--- src/ctc_pkg.sv ---
package ctc_pkg;

	localparam int MAX_LEN_DEF = 64;
	localparam int MAX_KEY_DEF = 9;

	localparam int KEY_SLOTS = 9;
	localparam int KEY_W     = 4 * KEY_SLOTS;
	localparam int APB_AW    = 5;
	localparam int APB_DW    = 64;

	localparam logic [1:0] REG_MODE = 2'd0;
	localparam logic [1:0] REG_KLEN = 2'd1;
	localparam logic [1:0] REG_KORD = 2'd2;

	localparam logic MODE_ENC = 1'b0;
	localparam logic MODE_DEC = 1'b1;

	localparam logic [3:0]       KLEN_RST = 4'd9;
	localparam logic [KEY_W-1:0] KORD_RST = 36'h987654321;

	localparam logic [7:0] CHAR_A = 8'h61;

	typedef struct packed {
		logic             mode;
		logic [3:0]       key_length;
		logic [KEY_W-1:0] key_order;
	} cfg_t;

	typedef struct packed {
		logic [7:0] in_byte;
		logic       in_last;
	} in_t;

	typedef struct packed {
		logic [7:0] out_byte;
		logic       out_last;
		logic       overflow;
	} out_t;

endpackage

--- src/ctc_regs.sv ---
module ctc_regs
	import ctc_pkg::*;
(
	input  logic              clk,
	input  logic              arst_n,
	input  logic              psel,
	input  logic              penable,
	input  logic              pwrite,
	input  logic [APB_AW-1:0] paddr,
	input  logic [APB_DW-1:0] pwdata,
	output logic [APB_DW-1:0] prdata,
	output logic              pready,
	output cfg_t              cfg
);

	logic             mode_q;
	logic [3:0]       klen_q;
	logic [KEY_W-1:0] kord_q;
	logic             wr_en;

	assign pready = 1'b1;
	assign wr_en  = psel && penable && pwrite && pready;

	always_ff @(posedge clk or negedge arst_n) begin
		if (!arst_n) begin
			mode_q <= MODE_ENC;
			klen_q <= KLEN_RST;
			kord_q <= KORD_RST;
		end else if (wr_en) begin
			unique case (paddr[4:3])
				REG_MODE: mode_q <= pwdata[0];
				REG_KLEN: klen_q <= pwdata[3:0];
				REG_KORD: kord_q <= pwdata[KEY_W-1:0];
				default: ;
			endcase
		end
	end

	always_comb begin
		prdata = '0;
		unique case (paddr[4:3])
			REG_MODE: prdata = APB_DW'(mode_q);
			REG_KLEN: prdata = APB_DW'(klen_q);
			REG_KORD: prdata = APB_DW'(kord_q);
			default:  prdata = '0;
		endcase
	end

	assign cfg.mode       = mode_q;
	assign cfg.key_length = klen_q;
	assign cfg.key_order  = kord_q;

endmodule

--- src/ctc_store.sv ---
module ctc_store
	import ctc_pkg::*;
#(
	parameter int MAX_LEN = MAX_LEN_DEF,
	localparam int AW = $clog2(MAX_LEN)
) (
	input  logic          clk,
	input  logic          we,
	input  logic [AW-1:0] waddr,
	input  logic [7:0]    wdata,
	input  logic          re,
	input  logic [AW-1:0] raddr,
	output logic [7:0]    rdata
);

	logic [7:0] mem [MAX_LEN];
	logic [7:0] rdata_q;

	always_ff @(posedge clk) begin
		if (we) begin
			mem[waddr] <= wdata;
		end
	end

	always_ff @(posedge clk) begin
		if (re) begin
			rdata_q <= mem[raddr];
		end
	end

	assign rdata = rdata_q;

endmodule

--- src/ctc_seq.sv ---
module ctc_seq
	import ctc_pkg::*;
#(
	parameter int MAX_LEN = MAX_LEN_DEF,
	parameter int MAX_KEY = MAX_KEY_DEF,
	localparam int AW = $clog2(MAX_LEN)
) (
	input  logic          clk,
	input  logic          arst_n,
	input  cfg_t          cfg,
	input  logic          in_valid,
	output logic          in_ready,
	input  in_t           in_data,
	output logic          out_valid,
	input  logic          out_ready,
	output out_t          out_data,
	output logic          mem_we,
	output logic [AW-1:0] mem_waddr,
	output logic [7:0]    mem_wdata,
	output logic          mem_re,
	output logic [AW-1:0] mem_raddr,
	input  logic [7:0]    mem_rdata
);

	localparam int CW = $clog2(MAX_LEN + 1);
	localparam int SW = CW + 4;

	typedef enum logic [1:0] {S_LOAD, S_EMIT, S_OUT} state_t;

	state_t          state_q;
	logic [CW-1:0]   fill_q;
	logic [3:0]      col_q;
	logic [CW-1:0]   rows_q;
	logic            drop_q;
	logic [CW-1:0]   inner_q;
	logic [CW-1:0]   outer_q;
	logic            pad_q;
	logic [7:0]      pad_byte_q;
	logic            last_q;
	logic            ovf_q;

	logic [3:0]      keff;
	logic            dec;
	logic [3:0]      dig [KEY_SLOTS];
	logic [CW-1:0]   rows_d;
	logic [CW-1:0]   nrows;
	logic [CW-1:0]   inner_lim;
	logic [CW-1:0]   outer_lim;
	logic [3:0]      sel;
	logic [3:0]      enc_col;
	logic [3:0]      dec_pos;
	logic [CW-1:0]   mul_a;
	logic [CW-1:0]   mul_b;
	logic [CW-1:0]   add_c;
	logic [SW-1:0]   sum;
	logic            pad;
	logic [7:0]      pad_byte;
	logic            inner_end;
	logic            last_item;
	logic            empty;
	logic            store_ok;
	logic            in_fire;

	always_comb begin
		if (cfg.key_length == 4'd0) begin
			keff = 4'd1;
		end else if (cfg.key_length > 4'(MAX_KEY)) begin
			keff = 4'(MAX_KEY);
		end else begin
			keff = cfg.key_length;
		end
	end

	assign dec = (cfg.mode == MODE_DEC);

	always_comb begin
		for (int q = 0; q < KEY_SLOTS; q++) begin
			dig[q] = cfg.key_order[4*q +: 4];
		end
	end

	// a partial last row counts for encrypt only
	assign rows_d    = rows_q - CW'(col_q != 4'd0);
	assign nrows     = dec ? rows_d : rows_q;
	assign inner_lim = dec ? CW'(keff) : nrows;
	assign outer_lim = dec ? nrows : CW'(keff);
	assign sel       = dec ? inner_q[3:0] : outer_q[3:0];

	always_comb begin
		if (dig[sel] >= 4'd1 && dig[sel] <= keff) begin
			enc_col = dig[sel] - 4'd1;
		end else begin
			enc_col = 4'd0;
		end
	end

	// first key position holding column sel+1; scan down so the lowest wins
	always_comb begin
		dec_pos = 4'd0;
		for (int q = KEY_SLOTS - 1; q >= 0; q--) begin
			if (4'(q) < keff && dig[q] == sel + 4'd1) begin
				dec_pos = 4'(q);
			end
		end
	end

	// shared address unit: a * b + c
	assign mul_a = dec ? CW'(dec_pos) : inner_q;
	assign mul_b = dec ? nrows : CW'(keff);
	assign add_c = dec ? outer_q : CW'(enc_col);
	assign sum   = SW'(mul_a) * SW'(mul_b) + SW'(add_c);

	assign pad      = !dec && (sum >= SW'(fill_q));
	assign pad_byte = CHAR_A + 8'(sum - SW'(fill_q));

	assign inner_end = (inner_q == inner_lim - CW'(1));
	assign last_item = inner_end && (outer_q == outer_lim - CW'(1));
	assign empty     = dec && (rows_d == '0);

	// keep a byte only if its whole row fits in the store
	assign store_ok = (SW'(fill_q) - SW'(col_q) + SW'(keff)) <= SW'(MAX_LEN);

	assign in_ready  = (state_q == S_LOAD);
	assign out_valid = (state_q == S_OUT);
	assign in_fire   = in_valid && in_ready;

	assign mem_we    = in_fire && store_ok;
	assign mem_waddr = fill_q[AW-1:0];
	assign mem_wdata = in_data.in_byte;
	assign mem_re    = (state_q == S_EMIT);
	assign mem_raddr = sum[AW-1:0];

	assign out_data.out_byte = pad_q ? pad_byte_q : mem_rdata;
	assign out_data.out_last = last_q;
	assign out_data.overflow = ovf_q;

	always_ff @(posedge clk or negedge arst_n) begin
		if (!arst_n) begin
			state_q    <= S_LOAD;
			fill_q     <= '0;
			col_q      <= '0;
			rows_q     <= '0;
			drop_q     <= 1'b0;
			inner_q    <= '0;
			outer_q    <= '0;
			pad_q      <= 1'b0;
			pad_byte_q <= '0;
			last_q     <= 1'b0;
			ovf_q      <= 1'b0;
		end else begin
			unique case (state_q)
				S_LOAD: begin
					if (in_fire) begin
						if (store_ok) begin
							fill_q <= fill_q + CW'(1);
							col_q  <= (col_q == keff - 4'd1) ? 4'd0 : col_q + 4'd1;
							rows_q <= rows_q + CW'(col_q == 4'd0);
						end else begin
							drop_q <= 1'b1;
						end
						if (in_data.in_last) begin
							state_q <= S_EMIT;
						end
					end
				end
				S_EMIT: begin
					if (empty) begin
						fill_q  <= '0;
						col_q   <= '0;
						rows_q  <= '0;
						drop_q  <= 1'b0;
						state_q <= S_LOAD;
					end else begin
						pad_q      <= pad;
						pad_byte_q <= pad_byte;
						last_q     <= last_item;
						ovf_q      <= drop_q;
						state_q    <= S_OUT;
					end
				end
				S_OUT: begin
					if (out_ready) begin
						if (last_q) begin
							fill_q  <= '0;
							col_q   <= '0;
							rows_q  <= '0;
							drop_q  <= 1'b0;
							inner_q <= '0;
							outer_q <= '0;
							state_q <= S_LOAD;
						end else begin
							if (inner_end) begin
								inner_q <= '0;
								outer_q <= outer_q + CW'(1);
							end else begin
								inner_q <= inner_q + CW'(1);
							end
							state_q <= S_EMIT;
						end
					end
				end
				default: state_q <= S_LOAD;
			endcase
		end
	end

	a_fill_bound: assert property (@(posedge clk) disable iff (!arst_n)
		fill_q <= CW'(MAX_LEN))
		else $error("fill count beyond store depth");

	a_one_side: assert property (@(posedge clk) disable iff (!arst_n)
		!(in_ready && out_valid))
		else $error("input and output open together");

	a_last_closes: assert property (@(posedge clk) disable iff (!arst_n)
		in_fire && in_data.in_last |=> !in_ready)
		else $error("last byte did not start readout");

	a_end_clears: assert property (@(posedge clk) disable iff (!arst_n)
		out_valid && out_ready && out_data.out_last |=> in_ready && fill_q == '0 && !drop_q)
		else $error("message state not cleared after final byte");

endmodule

--- src/columnar_transposition_cipher_top.sv ---
// Columnar transposition cipher over one message of up to MAX_LEN bytes. Bytes are loaded
// one per cycle while in_ready is high; the byte with in_last closes the message and the
// block then stops taking input and streams the result: encrypt pads to whole rows with
// 'a','b',... and reads column by column in key order, decrypt keeps whole rows only and
// reads row by row. For each output byte the block first forms its store address in the
// shared multiply-add unit and reads the message store, then presents the byte and holds
// it through any output stall. A decrypt with less than one whole row gives no output and
// goes straight back to loading. Bytes beyond the largest multiple of key_length (held
// to 1..MAX_KEY) that fits in the store are dropped and flagged on every output byte.
// Registers (APB, 64-bit data): mode at 0x00, key_length at 0x08, key_order at 0x10; change
// them only between messages. The key must be a permutation of 1..key_length.
module columnar_transposition_cipher_top
	import ctc_pkg::*;
#(
	parameter int MAX_LEN = MAX_LEN_DEF,
	parameter int MAX_KEY = MAX_KEY_DEF
) (
	input  logic              clk,
	input  logic              arst_n,
	input  logic              psel,
	input  logic              penable,
	input  logic              pwrite,
	input  logic [APB_AW-1:0] paddr,
	input  logic [APB_DW-1:0] pwdata,
	output logic [APB_DW-1:0] prdata,
	output logic              pready,
	input  logic              in_valid,
	output logic              in_ready,
	input  in_t               in_data,
	output logic              out_valid,
	input  logic              out_ready,
	output out_t              out_data
);

	localparam int AW = $clog2(MAX_LEN);

	cfg_t          cfg;
	logic          mem_we;
	logic [AW-1:0] mem_waddr;
	logic [7:0]    mem_wdata;
	logic          mem_re;
	logic [AW-1:0] mem_raddr;
	logic [7:0]    mem_rdata;

	ctc_regs u_regs (
		.clk     (clk),
		.arst_n  (arst_n),
		.psel    (psel),
		.penable (penable),
		.pwrite  (pwrite),
		.paddr   (paddr),
		.pwdata  (pwdata),
		.prdata  (prdata),
		.pready  (pready),
		.cfg     (cfg)
	);

	ctc_store #(
		.MAX_LEN (MAX_LEN)
	) u_store (
		.clk   (clk),
		.we    (mem_we),
		.waddr (mem_waddr),
		.wdata (mem_wdata),
		.re    (mem_re),
		.raddr (mem_raddr),
		.rdata (mem_rdata)
	);

	ctc_seq #(
		.MAX_LEN (MAX_LEN),
		.MAX_KEY (MAX_KEY)
	) u_seq (
		.clk       (clk),
		.arst_n    (arst_n),
		.cfg       (cfg),
		.in_valid  (in_valid),
		.in_ready  (in_ready),
		.in_data   (in_data),
		.out_valid (out_valid),
		.out_ready (out_ready),
		.out_data  (out_data),
		.mem_we    (mem_we),
		.mem_waddr (mem_waddr),
		.mem_wdata (mem_wdata),
		.mem_re    (mem_re),
		.mem_raddr (mem_raddr),
		.mem_rdata (mem_rdata)
	);

endmodule

--- config.mk ---
export PLATFORM = sky130hd
export DESIGN_NAME = columnar_transposition_cipher_top
export DESIGN_NICKNAME = d
export VERILOG_FILES = /design/src/ctc_pkg.sv /design/src/ctc_regs.sv /design/src/ctc_store.sv /design/src/ctc_seq.sv /design/src/columnar_transposition_cipher_top.sv
export SDC_FILE = /design/constraint.sdc
export NUM_CORES = 1
export LEC_CHECK = 0
export BUFFER_PORTS_ARGS = -buffer_cell sky130_fd_sc_hd__buf_2
export CORE_UTILIZATION = 40
export CTS_CLUSTER_DIAMETER = 100
export DETAILED_ROUTE_END_ITERATION = 7
export PLACE_DENSITY_LB_ADDON = 0.3
export REMOVE_ABC_BUFFERS = 1
export SLEW_MARGIN = 20
export SYNTH_ARGS = -nofsm -noshare
export SYNTH_HDL_FRONTEND = slang
export SYNTH_SLANG_ARGS = --single-unit
export TNS_END_PERCENT = 50
--- constraint.sdc ---
create_clock -name clk -period 17.75 [get_ports clk]
set_input_delay 1.775 -clock clk [delete_from_list [all_inputs] [get_ports clk]]
set_output_delay 1.775 -clock clk [all_outputs]
set_load 0.01 [all_outputs]
### After elaboration in Yosys (flattened, before gate mapping)

Memory sizes are Yosys's and may differ from the RTL's. A register that Yosys moved wholly into a read port is not among the register bits.
Index checks and enable logic that the tools add are counted.

| cells by class | value |
|---|---|
| div/mod/pow operators | 0 |
| reduce and logical (&&, ||, !) cells | 35 |
| muxes and demuxes | 57 |
| equality and inequality tests | 23 |
| $lt $le $gt $ge | 15 |
| $add $sub $neg | 16 |
| shift operators | 0 |
| bitwise logic cells | 2 |
| multipliers | 1 |

Operators by type and width:

| kind | number |
|---|---|
| $mux W7 | 16 |
| $pmux W36 S3 | 1 |
| $mux W4 | 21 |
| $pmux W7 S3 | 2 |
| $eq A4 B4 Y1 | 10 |
| $add A7 B1 Y7 const B | 3 |
| $logic_and A1 B1 Y1 | 17 |
| $bmux W4 S4 | 1 |
| $lt A3 B4 Y1 const A | 4 |
| $eq A7 B7 Y1 | 2 |
| $sub A7 B1 Y7 const B | 2 |
| $pmux W4 S3 | 1 |
| $reduce_and A6 Y1 | 2 |
| $add A11 B4 Y11 | 1 |
| $add A11 B7 Y11 | 1 |
| $ge A11 B7 Y1 | 1 |
| $le A11 B7 Y1 const B | 1 |
| $mul A7 B7 Y11 | 1 |
| $reduce_and A2 Y1 | 5 |
| $add A4 B1 Y4 const B | 2 |
| $add A7 B8 Y8 const A | 1 |
| $logic_not A4 Y1 | 2 |
| $lt A1 B4 Y1 const A | 2 |
| $lt A2 B4 Y1 const A | 2 |
| other kinds (28) | 48 |

| storage, ports and cells | value |
|---|---|
| bits in latches | 0 |
| input bits | 85 |
| memories | 1 |
| output and inout bits | 77 |
| RAM bits | 512 |
| logic and storage cells | 164 |
| ROM bits | 0 |
| register bits after elaboration | 87 |

Memory list:

| memory | words | width | read ports | clocked after Yosys merged registers in | write ports | line | source |
|---|---|---|---|---|---|---|---|
| u_store.mem | 64 | 8 | 1 | 1 | 1 | ctc_store.sv:16 | `logic [7:0] mem [MAX_LEN];` |

### Logic depth before layout (Yosys ltp)

| logic depth | value |
|---|---|
| word-level depth | 19 |
| mapped depth | 34 |
| depth with buffers taken out | 31 |

### Cells and area by module

Synthesis repeated with hierarchy kept, for this count alone.

| second synthesis, totals | value |
|---|---|
| cell total of the unflattened synthesis | 1997 |
| area, all modules | 29794.8 um2 |

Modules (own cells, without submodules):

| module | cells an instance | area an instance (um2) | times used | sequential area each (um2) |
|---|---|---|---|---|
| ctc_store | 940 | 20246.9 | 1 | 15615.0 |
| ctc_seq | 891 | 7304.5 | 1 | 1151.1 |
| ctc_regs | 166 | 2243.4 | 1 | 1047.3 |

### Worst setup path before layout

Ideal clock, no wire load.

| path | value |
|---|---|
| path kind | register to register |
| start point | register u_regs.mode_q |
| end point | register u_seq.pad_byte_q[7] |
| setup time | 135 ps |
| clock period less this slack | 8231 ps |
| setup slack | 9519 ps |
| data arrival time | 8096 ps |
| required time | 17615 ps |
| cell stages (with the launch flop) | 33 |
| buffers on the path | 4 |
| path through | dfrtp_1 -> buf_2 -> buf_2 -> mux2i_2 -> buf_2 -> inv_1 -> ha_1 -> clkbuf_1 -> xnor2_1 -> nand3_1 -> o32ai_1 -> o32ai_1 -> nand2b_1 -> a21oi_1 -> nor2_1 -> or2_2 -> fa_1 -> fa_1 -> inv_1 -> ha_1 -> inv_1 -> fa_1 -> inv_1 -> ha_1 -> xnor2_1 -> inv_1 -> fa_1 -> nor2_1 -> o21ai_0 -> nand2b_1 -> a21oi_1 -> xnor2_1 -> o21ai_0 |

| between the ends | value |
|---|---|
| word-level cells in the longest chain between the ends | 18 |
| elaborated cells on any way between the ends | 49 |
| those cells by class | add/sub: 5; mul: 1; order compare: 2; eq/ne: 9; mux: 18; bitwise: 2; reduce/logical: 12 |

Ends and longest elaborated chain:

| element | line | source |
|---|---|---|
| from (decl) | ctc_regs.sv:16 | `logic mode_q;` |
| from (signal assigned) | ctc_regs.sv:31 | `REG_MODE: mode_q <= pwdata[0];` |
| $mux W4 | ctc_seq.sv:87 | `assign sel = dec ? inner_q[3:0] : outer_q[3:0];` |
| $add A4 B1 Y4 | ctc_seq.sv:101 | `if (4'(q) < keff && dig[q] == sel + 4'd1) begin` |
| $eq A4 B4 Y1 | ctc_seq.sv:101 |  |
| $logic_and A1 B1 Y1 | ctc_seq.sv:101 |  |
| $mux W4 (9 in a row) | ctc_seq.sv:101 |  |
| $mux W7 | ctc_seq.sv:108 | `assign mul_a = dec ? CW'(dec_pos) : inner_q;` |
| $mul A7 B7 Y11 | ctc_seq.sv:111 | `assign sum = SW'(mul_a) * SW'(mul_b) + SW'(add_c);` |
| $add A11 B7 Y11 | ctc_seq.sv:111 |  |
| $sub A8 B7 Y8 | ctc_seq.sv:114 | `assign pad_byte = CHAR_A + 8'(sum - SW'(fill_q));` |
| $add A7 B8 Y8 | ctc_seq.sv:114 |  |
| to (signal assigned) | ctc_seq.sv:175 | `pad_byte_q <= pad_byte;` |
| to (decl) | ctc_seq.sv:38 | `logic [7:0] pad_byte_q;` |

Parallel ways exist; a longest one is shown, timed or not. The select of a mux whose other input is x is not followed.
A chain may end at the register's enable or synchronous reset.

### Final worst setup path

Same ends and word-level chain as after synthesis.

==> run_results.csv <==
group,metric,value,unit
floorplan,core,0.0731,mm^2
setup_path,startpoint_type,"flip-flop",
floorplan,die_y,274,um
timing,maxSlewHeadroom,30.5,%
synth,async_reset_ff_share,14.3,%
layout,areaGrowthSynthToFinish,13.2,%
clocking,post-cts-setup-buffer-count,0,
routing,post_drt_wl_per_cell,22.7,um
layout,final_core_utilization,45.9,%
global_route,grtUsageTotal,18.7,%
synth,synth_top_area_cell,"edfxtp_1",
synth,yosysSeqAreaShare,60.2,%
timing,finalHoldViolations,0,
clocking,numCtsBuffers,67,
floorplan,start_util,40.5,%
setup_path,cp-endpoint,"u_seq.pad_byte_q[7]",
clocking,htreeDepth,3,
global_route,grt_max_degree,68,
clocking,cts-root-buf,"clkbuf_16",
timing,worst_pin_slew,1.03,ns
floorplan,die_x,274,um
routing,num_vias,16800,
routing,drc_errors,24,
synth,ys_top_cells_by_count,"520 x edfxtp_1, 168 x mux4_2, 92 x nand2_1",
synth,syn_area,0.0296,mm^2
floorplan,ios,162,
setup_path,cpPeakStageDelay,0.69,ns
place,gp_congestion,0.875,
synth,ys_warn_count,0,
place,dp_slack,8.75,ns
timing,timing.final.crit_share,51.0,%
routing,dr.pass1.iters,7,
timing,max_freq,111,MHz
timing,skew,0.0526,ns
timing,period_needed,9.05,ns
setup_path,cp.required,18.23,ns
routing,final_antenna_net_count,0,
place,detailed_place_hpwl,44.7,mm
clocking,post_cts_resized,0,
synth,netlist.area_leader.share,52.7,%
synth,synth-main-ff-cell,"edfxtp_1",
layout,drive_gt1_share,25.5,%
synth,netlist_instances,1896,
synth,synth_edf_count,520,
synth,avgSynthCellArea,15.6,um^2
synth,synth.area.top_cells,"edfxtp_1 53%, mux4_2 13%, dfrtp_1 5.9%",
setup_path,r2r_slack,8.70,ns
status,violations,"design-rule violations",
place,portBuffers,101,
timing,report.final.slew_viol_count,0,
clocking,clockBufferDepth,3,
routing,drt_iter0_markers,1588,
setup_path,crit_start,"u_regs.mode_q",
setup_path,critical_path_class,"flip-flop to flip-flop",
routing,viasPerCell,5.57,
flow_run,cap_viol_max_count,0,
worst_hold_path,hold_path.class,"flip-flop to flip-flop",
clocking,clkTransAtPathRegs,0.06,ns
clocking,cts_tree,"built",
synth,synth.distinct_cells,77,
layout,n_fill_cell,6392,
timing,setup_viol_count_final,0,
global_route,antenna_found_initial,2,
setup_path,rr_endpoint,"u_seq.pad_byte_q[7]",
setup_path,crit_top_cell,"inv_1",
setup_path,r2r_start,"u_regs.mode_q",
setup_path,r2r_cells,30,
status,outcome,"complete, but fails checks",
timing,fin_tns_setup,0,ns
global_route,grt_pass1_vias,17500,
clocking,cts_sinks,607,
global_route,grt_pass1_wl,106,mm
routing,routed_wl,68.5,mm
floorplan,fp-row-count,99,
global_route,gr-total-overflow,0,
synth,ys_ff_latch,607,
setup_path,worstPathMaxFanout,43,
setup_path,endpoint_kind,"flip-flop",
clocking,clock_latency,0.63,ns
floorplan,die_area,0.0751,mm^2
timing,fin_ws,8.70,ns
synth,yosysMostFrequentCell,"edfxtp_1",
layout,fin_nets,2203,
timing,rsz0062_at_grt,"false",
setup_path,crit_arrival,9.52,ns
clocking,postCtsHoldBufs,0,
setup_path,slowest_stage,"xnor2_2",
## metal layers
metal | part of all wire, % | track usage (%)
met3 | 5.2 | 3.35
met5 | 0 | 0
met4 | 2.6 | 5.69
met2 | 49 | 30.9
met1 | 43 | 25.2
## per-stage QoR
stage,cell area (um^2),instances,hold slack [ns]
after floorplan,29000,1786,0.444
after global placement,31200,2900,0.464
after detailed placement,31200,2900,0.476
after CTS,33500,3020,0.489
after global routing,33500,3022,0.534
final,33500,3022,0.477
## layout make-up
class | count | area, um^2 | area share, %
Inverter | 89 | 334 | 0.997
Clock inverter | 39 | 477 | 1.42
Clock buffer | 81 | 1740 | 5.19
Timing Repair Buffer | 155 | 933 | 2.78
Antenna cell | 2 | 5.00 | 0.0149
Tap cell | 959 | 1200 | 3.58
Multi-Input combinational cell | 1090 | 11000 | 32.9
Sequential cell | 607 | 17800 | 53.1
## registers in the layout (all words and copies together) (netlist names)
| signal | flops |
|---|---|
| u_seq.pad_byte_q | 8 |
| u_seq.rows_q | 7 |
| u_regs.klen_q | 4 |
| u_seq.pad_q | 1 |
| u_seq.ovf_q | 1 |
| u_seq.fill_q | 7 |
| u_seq.inner_q | 7 |
| u_store.mem | 512 |
| u_regs.kord_q | 36 |
| u_seq.state_q | 2 |
| u_seq.last_q | 1 |
| u_regs.mode_q | 1 |
| u_seq.outer_q | 7 |
| u_store.rdata | 8 |
| u_seq.drop_q | 1 |
| u_seq.col_q | 4 |
## worst max-delay path, delay by kind of cell, from the launching register on
family	cells	cell delay, ns
fa+ha+maj	7	3.36
simple gates	7	1.48
compound gates	5	1.28
buf+inv	7	1.22
xor+xnor	3	0.99
flops	1	0.32
mux	1	0.25
## layout by cell type (no fill, tap or decap), types with 33 or more instances in the layout
cell type | Yosys | final
and2_1 | 43 | 43
buf_4 | 31 | 63
xnor2_1 | 48 | 46
mux4_2 | 168 | 168
o21ai_0 | 46 | 46
edfxtp_1 | 520 | 520
dfrtp_1 | 70 | 70
fa_1 | 33 | 33
nor2_1 | 65 | 65
clkbuf_16 | 0 | 67
mux2_2 | 53 | 53
a21oi_1 | 41 | 41
inv_1 | 88 | 88
nand2_1 | 92 | 92
ha_1 | 75 | 73
nor4_1 | 56 | 50
buf_2 | 15 | 92
## worst min-delay path by stage
stage,from,endpoint,slack (ns),depth (start not counted)
floorplan,u_seq.pad_byte_q[2],u_seq.pad_byte_q[2],0.44,2
global placement,u_seq.pad_byte_q[7],u_seq.pad_byte_q[7],0.46,2
finish,u_seq.ovf_q,u_seq.ovf_q,0.48,2
global route,u_seq.pad_byte_q[5],u_seq.pad_byte_q[5],0.53,2
detailed placement,u_seq.ovf_q,u_seq.ovf_q,0.48,2
CTS,u_seq.ovf_q,u_seq.ovf_q,0.49,2
## logic make-up (layout without fill, tap and decap cells)
kind of cell,count (synthesis),after routing,share of synthesized area [%]
AND/OR/NAND/NOR,404,404,7.19
buffers and inverters,229,364,3.44
multiplexers,255,255,16.0
AO/OA/AOI/OAI,210,210,4.90
XOR/XNOR,81,81,2.91
adder cells (fa/ha/maj),108,108,5.40
flip-flops,607,607,60.2
other,2,34,0.0254
Power is not shown: default switching activity piles up to over one toggle a cycle in this logic, so the estimate is an artifact.
